[config.mk]
export PLATFORM = sky130hd
export DESIGN_NAME = dhcp_option_tlv_scanner_core
export DESIGN_NICKNAME = d
export VERILOG_FILES = /design/src/rtl/dhcp_scan_pkg.sv /design/src/rtl/dhcp_option_tlv_scanner_core.sv
export SDC_FILE = /design/constraint.sdc
export NUM_CORES = 1
export LEC_CHECK = 0
export ABC_AREA = 1
export BUFFER_PORTS_ARGS = -buffer_cell sky130_fd_sc_hd__buf_2
export CAP_MARGIN = 20
export CELL_PAD_IN_SITES_DETAIL_PLACEMENT = 1
export CELL_PAD_IN_SITES_GLOBAL_PLACEMENT = 1
export CORE_MARGIN = 3
export CORE_UTILIZATION = 42
export CTS_CLUSTER_SIZE = 10
export DETAILED_ROUTE_END_ITERATION = 8
export PLACE_DENSITY_LB_ADDON = 0.1
export SLEW_MARGIN = 0
export SYNTH_ARGS = -nofsm -noshare
export SYNTH_HDL_FRONTEND = slang
export SYNTH_SLANG_ARGS = --single-unit
[constraint.sdc]
create_clock -name clk -period 2.95 [get_ports clk]
set_input_delay 0.295 -clock clk [delete_from_list [all_inputs] [get_ports clk]]
set_output_delay 0.295 -clock clk [all_outputs]
set_load 0.02 [all_outputs]
[src/rtl/dhcp_scan_pkg.sv]
// Types and codes shared by the DHCP option scanner.
// No dependencies; imported by dhcp_option_tlv_scanner_core.
`default_nettype none
package dhcp_scan_pkg;

  localparam logic [7:0] BYTE_PAD = 8'd0;
  localparam logic [7:0] BYTE_END = 8'd255;

  localparam logic [7:0] WANTED_CODE_RST  = 8'd53;
  localparam logic [7:0] MAX_COPY_LEN_RST = 8'd4;

  typedef enum logic {
    CFG_WANTED_CODE  = 1'b0,
    CFG_MAX_COPY_LEN = 1'b1
  } cfg_index_t;

  typedef enum logic [2:0] {
    PH_CODE      = 3'd0,
    PH_SKIP_LEN  = 3'd1,
    PH_SKIP_DATA = 3'd2,
    PH_MATCH_LEN = 3'd3,
    PH_COPY      = 3'd4,
    PH_DONE      = 3'd5
  } phase_t;

  typedef enum logic [1:0] {
    ST_VALUE     = 2'd0,
    ST_MATCH     = 2'd1,
    ST_NOT_FOUND = 2'd2,
    ST_TRUNC     = 2'd3
  } status_t;

  typedef struct packed {
    logic [7:0] option_byte;
    logic       area_start;
    logic       area_end;
  } in_item_t;

  typedef struct packed {
    status_t    status;
    logic [7:0] value_byte;
    logic [7:0] value_index;
    logic [7:0] option_length;
    logic       last;
  } out_item_t;

endpackage
`default_nettype wire

[src/rtl/dhcp_option_tlv_scanner_core.sv]
// DHCP option scanner: searches an options byte stream for one option code.
// Timing: results are registered; a result is valid in the cycle after the item that causes it is accepted.
// Throughput: one item per cycle while the output is not stalled, set by the single output register.
// Reset: synchronous, active low; config returns to code 53, copy length 4,
// and the scan waits for an option code.
// Depends on dhcp_scan_pkg.
`default_nettype none
module dhcp_option_tlv_scanner_core (
  input  wire                        clk,
  input  wire                        rst_n,
  input  wire                        in_valid,
  output logic                       in_stall,
  input  dhcp_scan_pkg::in_item_t    in_item,
  output logic                       out_valid,
  input  wire                        out_stall,
  output dhcp_scan_pkg::out_item_t   out_item,
  input  wire                        cfg_we,
  input  wire                        cfg_index,
  input  wire  [7:0]                 cfg_wdata
);
  import dhcp_scan_pkg::*;

  logic [7:0] wanted_code_r;
  logic [7:0] max_copy_len_r;

  phase_t     phase_r, phase_nxt;
  phase_t     phase_step;
  logic [7:0] skip_rem_r, skip_rem_nxt;
  logic [7:0] copy_rem_r, copy_rem_nxt;
  logic [7:0] copy_pos_r, copy_pos_nxt;

  logic       out_valid_r;
  out_item_t  out_item_r;

  logic       in_acc;
  logic       res_valid;
  out_item_t  res;

  phase_t     ph_cur;
  logic [7:0] skip_cur, copy_cur, pos_cur;
  logic [7:0] b;

  assign in_stall  = out_valid_r & out_stall;
  assign in_acc    = in_valid & ~in_stall;
  assign out_valid = out_valid_r;
  assign out_item  = out_item_r;
  assign b         = in_item.option_byte;

  always_comb begin
    ph_cur   = in_item.area_start ? PH_CODE : phase_r;
    skip_cur = in_item.area_start ? 8'd0 : skip_rem_r;
    copy_cur = in_item.area_start ? 8'd0 : copy_rem_r;
    pos_cur  = in_item.area_start ? 8'd0 : copy_pos_r;
  end

  // next state
  always_comb begin
    phase_step   = ph_cur;
    skip_rem_nxt = skip_cur;
    copy_rem_nxt = copy_cur;
    copy_pos_nxt = pos_cur;
    unique case (ph_cur)
      PH_CODE: begin
        priority if (b == BYTE_PAD) begin
          phase_step = PH_CODE;
        end else if (b == BYTE_END) begin
          phase_step = PH_DONE;
        end else if (b == wanted_code_r) begin
          phase_step = PH_MATCH_LEN;
        end else begin
          phase_step = PH_SKIP_LEN;
        end
      end
      PH_SKIP_LEN: begin
        skip_rem_nxt = b;
        phase_step   = (b == 8'd0) ? PH_CODE : PH_SKIP_DATA;
      end
      PH_SKIP_DATA: begin
        skip_rem_nxt = skip_cur - 8'd1;
        if (skip_cur == 8'd1) begin
          phase_step = PH_CODE;
        end
      end
      PH_MATCH_LEN: begin
        copy_rem_nxt = (b < max_copy_len_r) ? b : max_copy_len_r;
        copy_pos_nxt = 8'd0;
        phase_step   = (copy_rem_nxt == 8'd0) ? PH_DONE : PH_COPY;
      end
      PH_COPY: begin
        copy_rem_nxt = copy_cur - 8'd1;
        copy_pos_nxt = pos_cur + 8'd1;
        if (copy_cur == 8'd1) begin
          phase_step = PH_DONE;
        end
      end
      PH_DONE: begin
        phase_step = PH_DONE;
      end
      default: begin
        phase_step = PH_DONE;
      end
    endcase
    phase_nxt = phase_step;
    if (in_item.area_end && ph_cur != PH_DONE) begin
      phase_nxt = PH_DONE;
    end
  end

  // result
  always_comb begin
    res_valid         = 1'b0;
    res.status        = ST_VALUE;
    res.value_byte    = 8'd0;
    res.value_index   = 8'd0;
    res.option_length = 8'd0;
    res.last          = 1'b0;
    unique case (ph_cur)
      PH_CODE: begin
        if (b == BYTE_END) begin
          res_valid  = 1'b1;
          res.status = ST_NOT_FOUND;
          res.last   = 1'b1;
        end
      end
      PH_MATCH_LEN: begin
        res_valid         = 1'b1;
        res.status        = ST_MATCH;
        res.option_length = b;
        res.last          = (b == 8'd0) || (max_copy_len_r == 8'd0);
      end
      PH_COPY: begin
        res_valid       = 1'b1;
        res.status      = ST_VALUE;
        res.value_byte  = b;
        res.value_index = pos_cur;
        res.last        = (copy_cur == 8'd1);
      end
      default: begin
        res_valid = 1'b0;
      end
    endcase
    if (in_item.area_end && ph_cur != PH_DONE && phase_step != PH_DONE) begin
      res_valid         = 1'b1;
      res.status        = ST_TRUNC;
      res.value_byte    = 8'd0;
      res.value_index   = 8'd0;
      res.option_length = 8'd0;
      res.last          = 1'b1;
    end
  end

  always_ff @(posedge clk) begin
    if (!rst_n) begin
      wanted_code_r  <= WANTED_CODE_RST;
      max_copy_len_r <= MAX_COPY_LEN_RST;
    end else if (cfg_we) begin
      unique case (cfg_index_t'(cfg_index))
        CFG_WANTED_CODE:  wanted_code_r  <= cfg_wdata;
        CFG_MAX_COPY_LEN: max_copy_len_r <= cfg_wdata;
        default:          wanted_code_r  <= wanted_code_r;
      endcase
    end
  end

  always_ff @(posedge clk) begin
    if (!rst_n) begin
      phase_r    <= PH_CODE;
      skip_rem_r <= 8'd0;
      copy_rem_r <= 8'd0;
      copy_pos_r <= 8'd0;
    end else if (in_acc) begin
      phase_r    <= phase_nxt;
      skip_rem_r <= skip_rem_nxt;
      copy_rem_r <= copy_rem_nxt;
      copy_pos_r <= copy_pos_nxt;
    end
  end

  always_ff @(posedge clk) begin
    if (!rst_n) begin
      out_valid_r <= 1'b0;
    end else if (in_acc) begin
      out_valid_r <= res_valid;
    end else if (!out_stall) begin
      out_valid_r <= 1'b0;
    end
  end

  always_ff @(posedge clk) begin
    if (in_acc && res_valid) begin
      out_item_r <= res;
    end
  end

  a_done_silent: assert property (@(posedge clk) disable iff (!rst_n)
    (in_acc && phase_r == PH_DONE && !in_item.area_start) |=> !out_valid_r)
    else $error("result produced after search finished");

  a_match_copy: assert property (@(posedge clk) disable iff (!rst_n)
    (in_acc && res_valid && res.status == ST_MATCH && !res.last)
      |=> phase_r == PH_COPY)
    else $error("match without copy phase");

  a_last_done: assert property (@(posedge clk) disable iff (!rst_n)
    (in_acc && res_valid && res.last) |=> phase_r == PH_DONE)
    else $error("final result did not finish the search");

  a_copy_count: assert property (@(posedge clk) disable iff (!rst_n)
    (phase_r == PH_COPY) |-> (copy_rem_r != 8'd0))
    else $error("copy phase with nothing left to copy");

endmodule
`default_nettype wire
# Word-level counts from Yosys, hierarchy flattened
# Index checks and enable logic that the tools add are counted.
dict set report word_totals {
  wordCells 71
  ram_bits 0
  mem_bits_ro 0
  mem_count 0
  latch_bits 0
  output_inout_bits 29
  ff_bits 71
}
dict set report classes {
  eq_ne 11
  order_cmp 1
  reduce_logical 13
  n_bitwise 6
  n_mul 0
  mux 25
  n_shift 0
  n_div 0
  n_addsub 3
}
# op n
set op_table {}
lappend op_table {{$pmux W8 S2} 3}
lappend op_table {{$mux W8} 4}
lappend op_table {{$logic_not A8 Y1} 3}
lappend op_table {{$mux W3} 6}
lappend op_table {{$eq A8 B1 Y1 const B} 2}
lappend op_table {{$sub A8 B1 Y8 const B} 2}
lappend op_table {{$pmux W3 S5} 1}
lappend op_table {{$add A8 B1 Y8 const B} 1}
lappend op_table {{$eq A8 B8 Y1} 1}
lappend op_table {{$eq A8 B8 Y1 const B} 1}
lappend op_table {{$lt A8 B8 Y1} 1}
lappend op_table {{$eq A3 B2 Y1 const B} 2}
lappend op_table {{$mux W2} 3}
lappend op_table {{$ne A3 B3 Y1 const B} 2}
lappend op_table {{$reduce_or A2 Y1} 3}
lappend op_table {{$mux W1} 5}
lappend op_table {{$not A1 Y1} 4}
lappend op_table {{$pmux W2 S2} 1}
lappend op_table {{$reduce_and A2 Y1} 2}
lappend op_table {{$eq A3 B1 Y1 const B} 1}
lappend op_table {{$eq A3 B3 Y1 const B} 1}
lappend op_table {{$logic_and A1 B1 Y1} 3}
lappend op_table {{$logic_not A3 Y1} 1}
lappend op_table {{$pmux W1 S3} 1}
lappend op_table {{other kinds (4)} 5}

# Logic depth before layout (Yosys ltp)
# Gate-level depths: netlist of the first run.
dict set report depth {
  depth_word 9
  ltp_mapped 19
  ltp_nobuf 18
}

# Least setup slack after synthesis of the first run
# Ideal clock, no wire load.
dict set report synth_path {
  kind {input -> register}
  start {input in_item[1] (netlist name)}
  end {register out_item_r, in the netlist out_item[0], enable pin}
  arrival_ns 1.918
  setup_time_ns 0.382
  path_buffers 2
  setup_slack_ns 0.650
  path_stages 9
  cell_sequence {buf_4 -> inv_2 -> nand2_1 -> nor3_1 -> clkbuf_1 -> nor2_1 -> o211ai_1 -> nand2_1 -> inv_1}
}
dict set report synth_between {
  elab_chain_len 8
}
# item line_no
set synth_lines {}
lappend synth_lines {{start, declared} dhcp_option_tlv_scanner_core.sv:13} ;# input dhcp_scan_pkg::in_item_t in_item,
lappend synth_lines {{$mux W8, on equally long branches} {dhcp_option_tlv_scanner_core.sv:52, dhcp_option_tlv_scanner_core.sv:51}}
lappend synth_lines {{$eq A8 B1 Y1, on equally long branches} {dhcp_option_tlv_scanner_core.sv:92, dhcp_option_tlv_scanner_core.sv:80}}
lappend synth_lines {{$mux W3, on equally long branches} {dhcp_option_tlv_scanner_core.sv:92, dhcp_option_tlv_scanner_core.sv:80}}
lappend synth_lines {{$pmux W3 S5} dhcp_option_tlv_scanner_core.sv:62} ;# unique case (ph_cur)
lappend synth_lines {{$ne A3 B3 Y1} dhcp_option_tlv_scanner_core.sv:142} ;# if (in_item.area_end && ph_cur != PH_DONE && phase_step != PH_DONE) begin
lappend synth_lines {{$logic_and A1 B1 Y1} dhcp_option_tlv_scanner_core.sv:142}
lappend synth_lines {{$mux W1 *} dhcp_option_tlv_scanner_core.sv:142}
lappend synth_lines {{$logic_and A1 B1 Y1 *} dhcp_option_tlv_scanner_core.sv:190} ;# if (in_acc && res_valid) begin
lappend synth_lines {{end signal, assigned} dhcp_option_tlv_scanner_core.sv:191} ;# out_item_r <= res;
lappend synth_lines {{end, declared} dhcp_option_tlv_scanner_core.sv:33} ;# out_item_t out_item_r;
# Every way passes the cells marked *; elsewhere a longest branch is shown, timed or not.
# A chain may end at the register's enable or synchronous reset.

# Worst setup path after layout of the first run
dict set report layout_path {
  start {register max_copy_len_r[7]}
  end {register out_item_r, in the netlist out_item[12] (data pin)}
}
dict set report layout_between {
  elab_chain_len 8
}
# item line_no
set layout_lines {}
lappend layout_lines {{start, declared} dhcp_option_tlv_scanner_core.sv:24} ;# logic [7:0] max_copy_len_r;
lappend layout_lines {{start signal, assigned} dhcp_option_tlv_scanner_core.sv:159} ;# CFG_MAX_COPY_LEN: max_copy_len_r <= cfg_wdata;
lappend layout_lines {{$lt A8 B8 Y1} dhcp_option_tlv_scanner_core.sv:85} ;# copy_rem_nxt = (b < max_copy_len_r) ? b : max_copy_len_r;
lappend layout_lines {{$mux W8 *} dhcp_option_tlv_scanner_core.sv:85}
lappend layout_lines {{$logic_not A8 Y1 *} dhcp_option_tlv_scanner_core.sv:87} ;# phase_step = (copy_rem_nxt == 8'd0) ? PH_DONE : PH_COPY;
lappend layout_lines {{$mux W1 *} dhcp_option_tlv_scanner_core.sv:87}
lappend layout_lines {{$pmux W3 S5 *} dhcp_option_tlv_scanner_core.sv:62}
lappend layout_lines {{$ne A3 B3 Y1 *} dhcp_option_tlv_scanner_core.sv:142}
lappend layout_lines {{$logic_and A1 B1 Y1 *} dhcp_option_tlv_scanner_core.sv:142}
lappend layout_lines {{$reduce_or A2 Y1 (no source line) *} --}
# Marked as above.

==> metrics.log, run 1 <==
[metrics] run status: completed
[metrics] final number of setup-violating endpoints: 0
[metrics] source of the critical timing path: max_copy_len_r[7]
[metrics] share of the synthesized area in the top cell type: 22.3%
[metrics] capture instance of the worst register-to-register path: out_item[12]
[metrics] transition time at the pin with the least slew margin: a little under 0.7 ns
[metrics] slack of the worst reg-to-reg path: between 0.3 and 0.4 ns
[metrics] main combinational cell family by area after synthesis: simple AND/OR/NAND/NOR gates
[metrics] Compound-Gate Fraction of Synth Area: around 16%
[metrics] data arrival time at the worst-slack endpoint: between 2 and 3 ns
[metrics] sequential fraction of the synthesis area: a little over two fifths
[metrics] number of warning messages in the yosys log: 0
[metrics] Critical Path Fanout Max: 16
[metrics] # clock sinks: a little over 70
[metrics] share of power burned in combinational logic: between 10% and 20%
[metrics] final period demand of the worst path: between 2 and 3 ns
[metrics] width of the die: 103 µm
[metrics] detail-routed net length per standard cell: roughly 17 µm
[metrics] critical path class: register to register
[metrics] Static Leakage: between 2 and 2.5 nW
[metrics] share of the synthesized netlist area taken by xor and xnor gates: 2.22%
[metrics] per-cell via count in the routed design: around 5.5
[metrics] share of post-route cells with drive strength above 1: 17.4%
[metrics] number of buffers added on ports: between 50 and 60
[metrics] internal power summed over all cells: roughly 1.7 mW
[metrics] number of clock buffers inserted by TritonCTS: 9
[metrics] Synth area leaders: sky130_fd_sc_hd__dfxtp_1 (22%), sky130_fd_sc_hd__edfxtp_1 (21%), sky130_fd_sc_hd__nand2_1 (9.6%), sky130_fd_sc_hd__inv_1 (6.9%), sky130_fd_sc_hd__o21ai_0 (6.6%)
[metrics] Core Area: 8930 µm²
[metrics] Post-synth top flop: sky130_fd_sc_hd__dfxtp_1
[metrics] Fmax achieved: 0.391 GHz
[metrics] Critical R2R Launch: max_copy_len_r[7]
[metrics] clock transition time at the flip-flop clock pins of the worst setup and hold paths: about 0.080 ns
[metrics] Rel. slew slack: between 50% and 60%
[metrics] clock root buffer master: sky130_fd_sc_hd__clkbuf_8
[metrics] area grow syn2layout: 15.8%
[metrics] fillers: ~1.2k
[metrics] syn_area_per_cell: between 7 and 8 µm²
[metrics] number of routed nets with antenna violations: 0
[metrics] via count of the first global-routing pass: ~3.8k
[metrics] Total Die Area: about 11,000 µm²
[metrics] clk_skew: approximately 0.014 ns
[metrics] Critical path destination: out_item[12]
[metrics] Final Routed Wirelength: between 10 and 15 mm
[metrics] clk_lat worst skew: 0.35 ns
[metrics] sum of overflow across all layers after global routing: 0
[metrics] io pins: 53
[metrics] setup tns final: 0 ns
[metrics] clock network fraction of total power: 35.6%
[metrics] FFs w/ async S/R, synth: 0%
[metrics] number of remaining DRC errors: 0
[metrics] Hold Path Class: input port to register
[metrics] post-detail-place hpwl: roughly 8.7 mm
[metrics] adder-cell area share of the yosys netlist: around 3.8%
[metrics] cell row count: 34
[metrics] TritonCTS clock tree: done
[metrics] routed via count: between 3k and 4k
[metrics] detailed router's first-iteration violation count: 138
[metrics] power density over the cells: between 500 and 600 nW/µm²
[metrics] pins over their slew limit: 0
[metrics] leading post-synthesis cells by instance count: sky130_fd_sc_hd__nand2_1 (101), sky130_fd_sc_hd__inv_1 (72), sky130_fd_sc_hd__nor2_1 (55)
[metrics] Mapped Cells: 522
[metrics] Max clock buf depth: 2
[metrics] unrepaired setup endpoints after global routing: false
[metrics] largest net degree at the start of global routing: 38
[metrics] total instance count after detailed placement: ~680
[metrics] routability-driven placement congestion ratio: approximately 0.91
[metrics] number of antenna violations at the first check in global routing: 0
[metrics] post-CTS resize count: 0
[metrics] Netlist cell types: 34
[metrics] fraction of the mapped netlist area in simple logic gates: 25.4%
[metrics] Vert. Die Dim: roughly 100 µm
[metrics] Crit path required time: approximately 3.0 ns
[metrics] CTS H-tree depth: 3
[metrics] Post-synth EDFFs: 27
[metrics] Pre-antenna DRT Iters: 6
[metrics] multiplexer share of the synthesized area: 0%
[metrics] category of the worst setup path capture point: register
[metrics] share of the clock period used by the worst path after layout: slightly below 90%
[metrics] Hold Buf Count CTS: 0
[metrics] most instantiated library cell after synthesis: sky130_fd_sc_hd__nand2_1
[metrics] number of cells on the worst reg-to-reg path: 13
[metrics] antenna diode count: 0
[metrics] total of flip-flops plus latches after synthesis: a little over 70
[metrics] total track usage: 23.0%
[metrics] design area: between 4000 and 5000 µm²
[metrics] Max-Cap Viols: 0
[metrics] sequential power share: ~46%
[metrics] element type at the critical path start: register
[metrics] maximum vdd ir drop: 253 µV
[metrics] netlist area before placement: between 3000 and 4000 µm²
[metrics] wire length of the first global-routing pass: between 15 and 20 mm
[metrics] leading area contributor after synthesis: sky130_fd_sc_hd__dfxtp_1
[metrics] Setup Buffers After CTS: 0
[metrics] final standard cell count with taps included and fillers excluded: ~690
[metrics] final number of hold-violating endpoints: 0
[metrics] Seq. cell area: roughly 1700 µm²
[metrics] area occupied by multi-input gates: 1890 µm²
[metrics] total number of nets in the final design: between 600 and 700
[metrics] P_sw: around 0.7 mW
[metrics] net count after synthesis: 558
[metrics] area after detailed placement: between 4000 and 5000 µm²
[metrics] final standard cell utilization of the core: between 50% and 60%
[metrics] starting density of the core: ~44%
[metrics] switching portion of total power: between 20% and 30%
==> metrics by stage <==
step           worst slack [ns]  hold slack, ns  total power, mW
6_report                  0.395           0.171             2.38
5_1_grt                   0.187           0.165             2.51
4_1_cts                   0.392           0.158             2.40
3_5_place_dp              0.369           0.464             1.55
3_3_place_gp              0.462           0.456             1.53
2_1_floorplan             0.650           0.421             1.41
==> how the worst min path moves through the flow <==
stage	cells after the start	start	to
2_1_floorplan	2	cfg_wdata[0]	wanted_code_r[0]
6_report	3	cfg_wdata[4]	wanted_code_r[4]
3_3_place_gp	2	copy_pos_r[6]	copy_pos_r[6]
4_1_cts	3	cfg_wdata[4]	wanted_code_r[4]
5_1_grt	3	cfg_wdata[0]	wanted_code_r[0]
3_5_place_dp	2	wanted_code_r[2]	wanted_code_r[2]
==> worst max-delay path: stages, from the launching register on <==
cell and delay, ns:
sky130_fd_sc_hd__dfxtp_1 0.34, sky130_fd_sc_hd__inv_1 0.08, sky130_fd_sc_hd__ha_1 0.30, sky130_fd_sc_hd__a21oi_1 0.16
sky130_fd_sc_hd__o21a_1 0.33, sky130_fd_sc_hd__nand2_4 0.13, sky130_fd_sc_hd__o21ai_0 0.25, sky130_fd_sc_hd__nor2_1 0.07
sky130_fd_sc_hd__nand3_1 0.10, sky130_fd_sc_hd__nand2_1 0.07, sky130_fd_sc_hd__nand2_2 0.09, sky130_fd_sc_hd__nand2_4 0.07
sky130_fd_sc_hd__nand2_4 0.21, sky130_fd_sc_hd__nor2_1 0.08
==> cells in the final DEF, fill, tap and decap left out, types with 10 or more instances in the layout <==
cell type	instances
sky130_fd_sc_hd__edfxtp_1	27
sky130_fd_sc_hd__ha_1	12
sky130_fd_sc_hd__a31oi_1	10
sky130_fd_sc_hd__buf_4	10
sky130_fd_sc_hd__nand2_1	101
sky130_fd_sc_hd__o21ai_0	52
sky130_fd_sc_hd__buf_2	52
sky130_fd_sc_hd__xor2_1	10
sky130_fd_sc_hd__dfxtp_1	44
sky130_fd_sc_hd__nand4_1	10
sky130_fd_sc_hd__inv_1	72
sky130_fd_sc_hd__nor2_1	55
sky130_fd_sc_hd__nand3_1	28
sky130_fd_sc_hd__a21oi_1	25
sky130_fd_sc_hd__nor2_2	12
==> cell families after synthesis <==
family                     after synthesis
and+or+nand+nor                        226
AOI/OAI and AO/OA                      111
buffers and inverters                   92
DFF                                     71
adders and majority gates               12
xor gates and xnor gates                10
==> flip-flops by register name (all words and copies together), names as in the netlist <==
| signal | cells |
|---|---|
| out_item | 27 |
| copy_pos_r | 8 |
| copy_rem_r | 8 |
| max_copy_len_r | 8 |
| skip_rem_r | 8 |
| wanted_code_r | 8 |
| phase_r | 3 |
| out_valid | 1 |
==> per-layer routing <==
metal	global-route usage [%]	share of wire (%)	vias to the layer above
li1	-	-	1868
met5	0	0	-
met3	3.04	3.5	16
met1	30.5	48	1818
met2	38.3	47	83
met4	8.27	1.9	0
==> power by group through the flow <==
stage	clock [mW]	sequential, mW	combinational (mW)
2_1_floorplan	0	1.15	0.262
3_3_place_gp	0	1.13	0.409
3_5_place_dp	0	1.13	0.425
4_1_cts	0.869	1.11	0.428
5_1_grt	0.913	1.11	0.482
6_report	0.849	1.11	0.427
==> layout make-up <==
type	count	area share [%]
tap	108	2.96
multi-input combinational	359	41.3
inverter	76	6.24
clock inverter	6	1.86
clock buffer	10	2.79
sequential	71	37.0
timing repair buffer	63	7.78
No activity file was read; power rests on OpenSTA's default activity.
==> run 2: changes to the inputs <==
BUFFER_PORTS_ARGS = -buffer_cell sky130_fd_sc_hd__clkbuf_2   (was -buffer_cell sky130_fd_sc_hd__buf_2)
CAP_MARGIN = 10   (was 20)
CTS_BUF_LIST = sky130_fd_sc_hd__clkbuf_16   (was default)
==> run 2 against run 1 <==
  * Sequential share of layout area is 0.85 points lower
  * Via count is 0.32% higher
  * Total power is 11% higher
  * Count of clock-buffer cells in the layout is 1 lower
  * First-iteration DRC count is 5.1% lower
  * Maximum frequency is 0.53% lower
  * Critical path depth stayed put
  * Largest cell class unchanged
  * Highest routed layer unchanged
==> metrics.log, run 2 (synthesized netlist as in run 1, its figures left out) <==
[metrics] run status: completed
[metrics] Final Routed Wirelength: about 11 mm
[metrics] final standard cell count with taps included and fillers excluded: just under 700
[metrics] source of the critical timing path: max_copy_len_r[7]
[metrics] category of the worst setup path capture point: register
[metrics] share of the clock period used by the worst path after layout: roughly 87%
[metrics] Hold Path Class: input port to register
[metrics] transition time at the pin with the least slew margin: 0.546 ns
[metrics] number of remaining DRC errors: 0
[metrics] number of cells on the worst reg-to-reg path: 13
[metrics] starting density of the core: between 40% and 50%
[metrics] flip-flop count of the largest register after layout: 27
[metrics] element type at the critical path start: register
[metrics] wire length of the first global-routing pass: 18.8 mm
[metrics] number of clock buffers inserted by TritonCTS: 9
[metrics] Pre-antenna DRT Iters: 4
[metrics] Hold Buf Count CTS: 0
[metrics] clock transition time at the flip-flop clock pins of the worst setup and hold paths: approximately 0.060 ns
[metrics] via count of the first global-routing pass: a little under 4k
[metrics] setup tns final: 0 ns
[metrics] final number of hold-violating endpoints: 0
[metrics] width of the die: 103 µm
[metrics] Max-Cap Viols: 0
[metrics] antenna diode count: 0
[metrics] detailed router's first-iteration violation count: between 100 and 150
[metrics] clock root buffer master: sky130_fd_sc_hd__clkbuf_16
[metrics] Static Leakage: around 2.1 nW
[metrics] Crit path required time: a little over 3 ns
[metrics] commonest non-fill, non-tap cell in the layout: sky130_fd_sc_hd__nand2_1
[metrics] routed via count: roughly 3.8k
[metrics] Total Die Area: 10,600 µm²
[metrics] io pins: 53
[metrics] Rel. slew slack: between 60% and 70%
[metrics] number of antenna violations at the first check in global routing: 0
[metrics] design area: around 4700 µm²
[metrics] cell row count: 34
[metrics] power density over the cells: between 500 and 600 nW/µm²
[metrics] number of routed nets with antenna violations: 0
[metrics] detail-routed net length per standard cell: between 15 and 20 µm
[metrics] Fmax achieved: approximately 0.4 GHz
[metrics] unrepaired setup endpoints after global routing: false
[metrics] routability-driven placement congestion ratio: roughly 0.89
[metrics] number of buffers added on ports: between 50 and 60
[metrics] clk_lat worst skew: between 0.3 and 0.4 ns
[metrics] Setup Buffers After CTS: 0
[metrics] area after detailed placement: around 4400 µm²
[metrics] Critical R2R Launch: max_copy_len_r[7]
[metrics] post-detail-place hpwl: ~8.6 mm
[metrics] critical path class: register to register
[metrics] sum of overflow across all layers after global routing: 0
[metrics] Critical path destination: out_item[5]
[metrics] clk_skew: between 0.006 and 0.007 ns
[metrics] capture instance of the worst register-to-register path: out_item[5]
[metrics] area grow syn2layout: 18.6%
[metrics] final standard cell utilization of the core: a little over half
[metrics] total number of nets in the final design: 618
[metrics] Post-Place Setup Slack: roughly 0.38 ns
[metrics] final period demand of the worst path: roughly 2.6 ns
[metrics] Max clock buf depth: 2
[metrics] share of post-route cells with drive strength above 1: a little under a fifth
[metrics] maximum vdd ir drop: around 290 µV
[metrics] post-route worst setup slack: about 0.38 ns
[metrics] largest net degree at the start of global routing: 31
[metrics] final number of setup-violating endpoints: 0
[metrics] # clock sinks: 71
[metrics] TritonCTS clock tree: done
[metrics] post-route worst hold slack: 0.196 ns
[metrics] total track usage: a little under a quarter
[metrics] Vert. Die Dim: slightly above 100 µm
[metrics] CTS H-tree depth: 3
[metrics] slack of the worst reg-to-reg path: approximately 0.38 ns
[metrics] pins over their slew limit: 0
[metrics] data arrival time at the worst-slack endpoint: 2.65 ns
[metrics] Critical Path Fanout Max: 10
[metrics] Core Area: 8930 µm²
[metrics] overall power: roughly 2.6 mW
[metrics] post-CTS resize count: 0
[metrics] most used cells in the layout excluding fill and tap cells: sky130_fd_sc_hd__nand2_1 (101), sky130_fd_sc_hd__inv_1 (72), sky130_fd_sc_hd__nor2_1 (55)
[metrics] total instance count after detailed placement: around 680
[metrics] per-cell via count in the routed design: 5.46
[run 2: changes by cell type in the layout (fill, tap and decap cells not counted)]
cell and change:
sky130_fd_sc_hd__bufinv_16 -1, sky130_fd_sc_hd__buf_2 -52, sky130_fd_sc_hd__clkinv_2 -1, sky130_fd_sc_hd__clkinv_4 +1, sky130_fd_sc_hd__inv_6 +2, sky130_fd_sc_hd__clkbuf_16 +9
sky130_fd_sc_hd__buf_4 +2, sky130_fd_sc_hd__clkbuf_2 +52, sky130_fd_sc_hd__clkbuf_1 -1, sky130_fd_sc_hd__clkinvlp_4 +1, sky130_fd_sc_hd__clkbuf_8 -9, sky130_fd_sc_hd__clkinv_1 -1
[run 2: worst min path at each step]
stage | to | slack [ns] | start | depth (start not counted)
final | wanted_code_r[4] | 0.20 | cfg_wdata[4] | 3
after global routing | wanted_code_r[4] | 0.22 | cfg_wdata[4] | 3
after CTS | wanted_code_r[0] | 0.19 | cfg_wdata[0] | 3
after detailed placement | copy_pos_r[6] | 0.46 | copy_pos_r[6] | 2
after global placement | copy_pos_r[6] | 0.46 | copy_pos_r[6] | 2
after floorplan | wanted_code_r[0] | 0.42 | cfg_wdata[0] | 2
[run 2: power by group]
| group | leakage (nW) | switching [mW] | total [mW] | internal [mW] |
|---|---|---|---|---|
| registers | 0.624 | 0.0277 | 1.11 | 1.08 |
| clock network | 0.143 | 0.450 | 1.11 | 0.663 |
| logic | 1.33 | 0.291 | 0.428 | 0.137 |
| total | 2.09 | 0.769 | 2.65 | 1.88 |
[run 2: routing by layer]
metal  GRT usage, %  part of all wire (%)  wire length, µm
met1           29.1                    47             5350
met2           38.2                    47             5400
met3           3.38                   3.0              339
met4           10.1                   2.8              321
met5              0                     0                0
[run 2: layout make-up]
class | instances | area, µm²
Timing Repair Buffer | 65 | 370
Clock buffer | 9 | 225
Inverter | 76 | 285
Fill cell | 1159 | 4260
Clock inverter | 7 | 80.1
Multi-Input combinational cell | 359 | 1890
Sequential cell | 71 | 1690
Tap cell | 108 | 135
[run 2: critical path: stages (launching register included)]
cell and delay (ns):
sky130_fd_sc_hd__dfxtp_1 0.33, sky130_fd_sc_hd__inv_1 0.07, sky130_fd_sc_hd__ha_1 0.30, sky130_fd_sc_hd__a21oi_1 0.19
sky130_fd_sc_hd__o21a_1 0.33, sky130_fd_sc_hd__nand2_4 0.14, sky130_fd_sc_hd__o21ai_0 0.23, sky130_fd_sc_hd__nor2_1 0.08
sky130_fd_sc_hd__nand3_1 0.11, sky130_fd_sc_hd__nand2_1 0.07, sky130_fd_sc_hd__nand2_2 0.08, sky130_fd_sc_hd__nand2_4 0.07
sky130_fd_sc_hd__nand2_1 0.22, sky130_fd_sc_hd__nor2_1 0.09
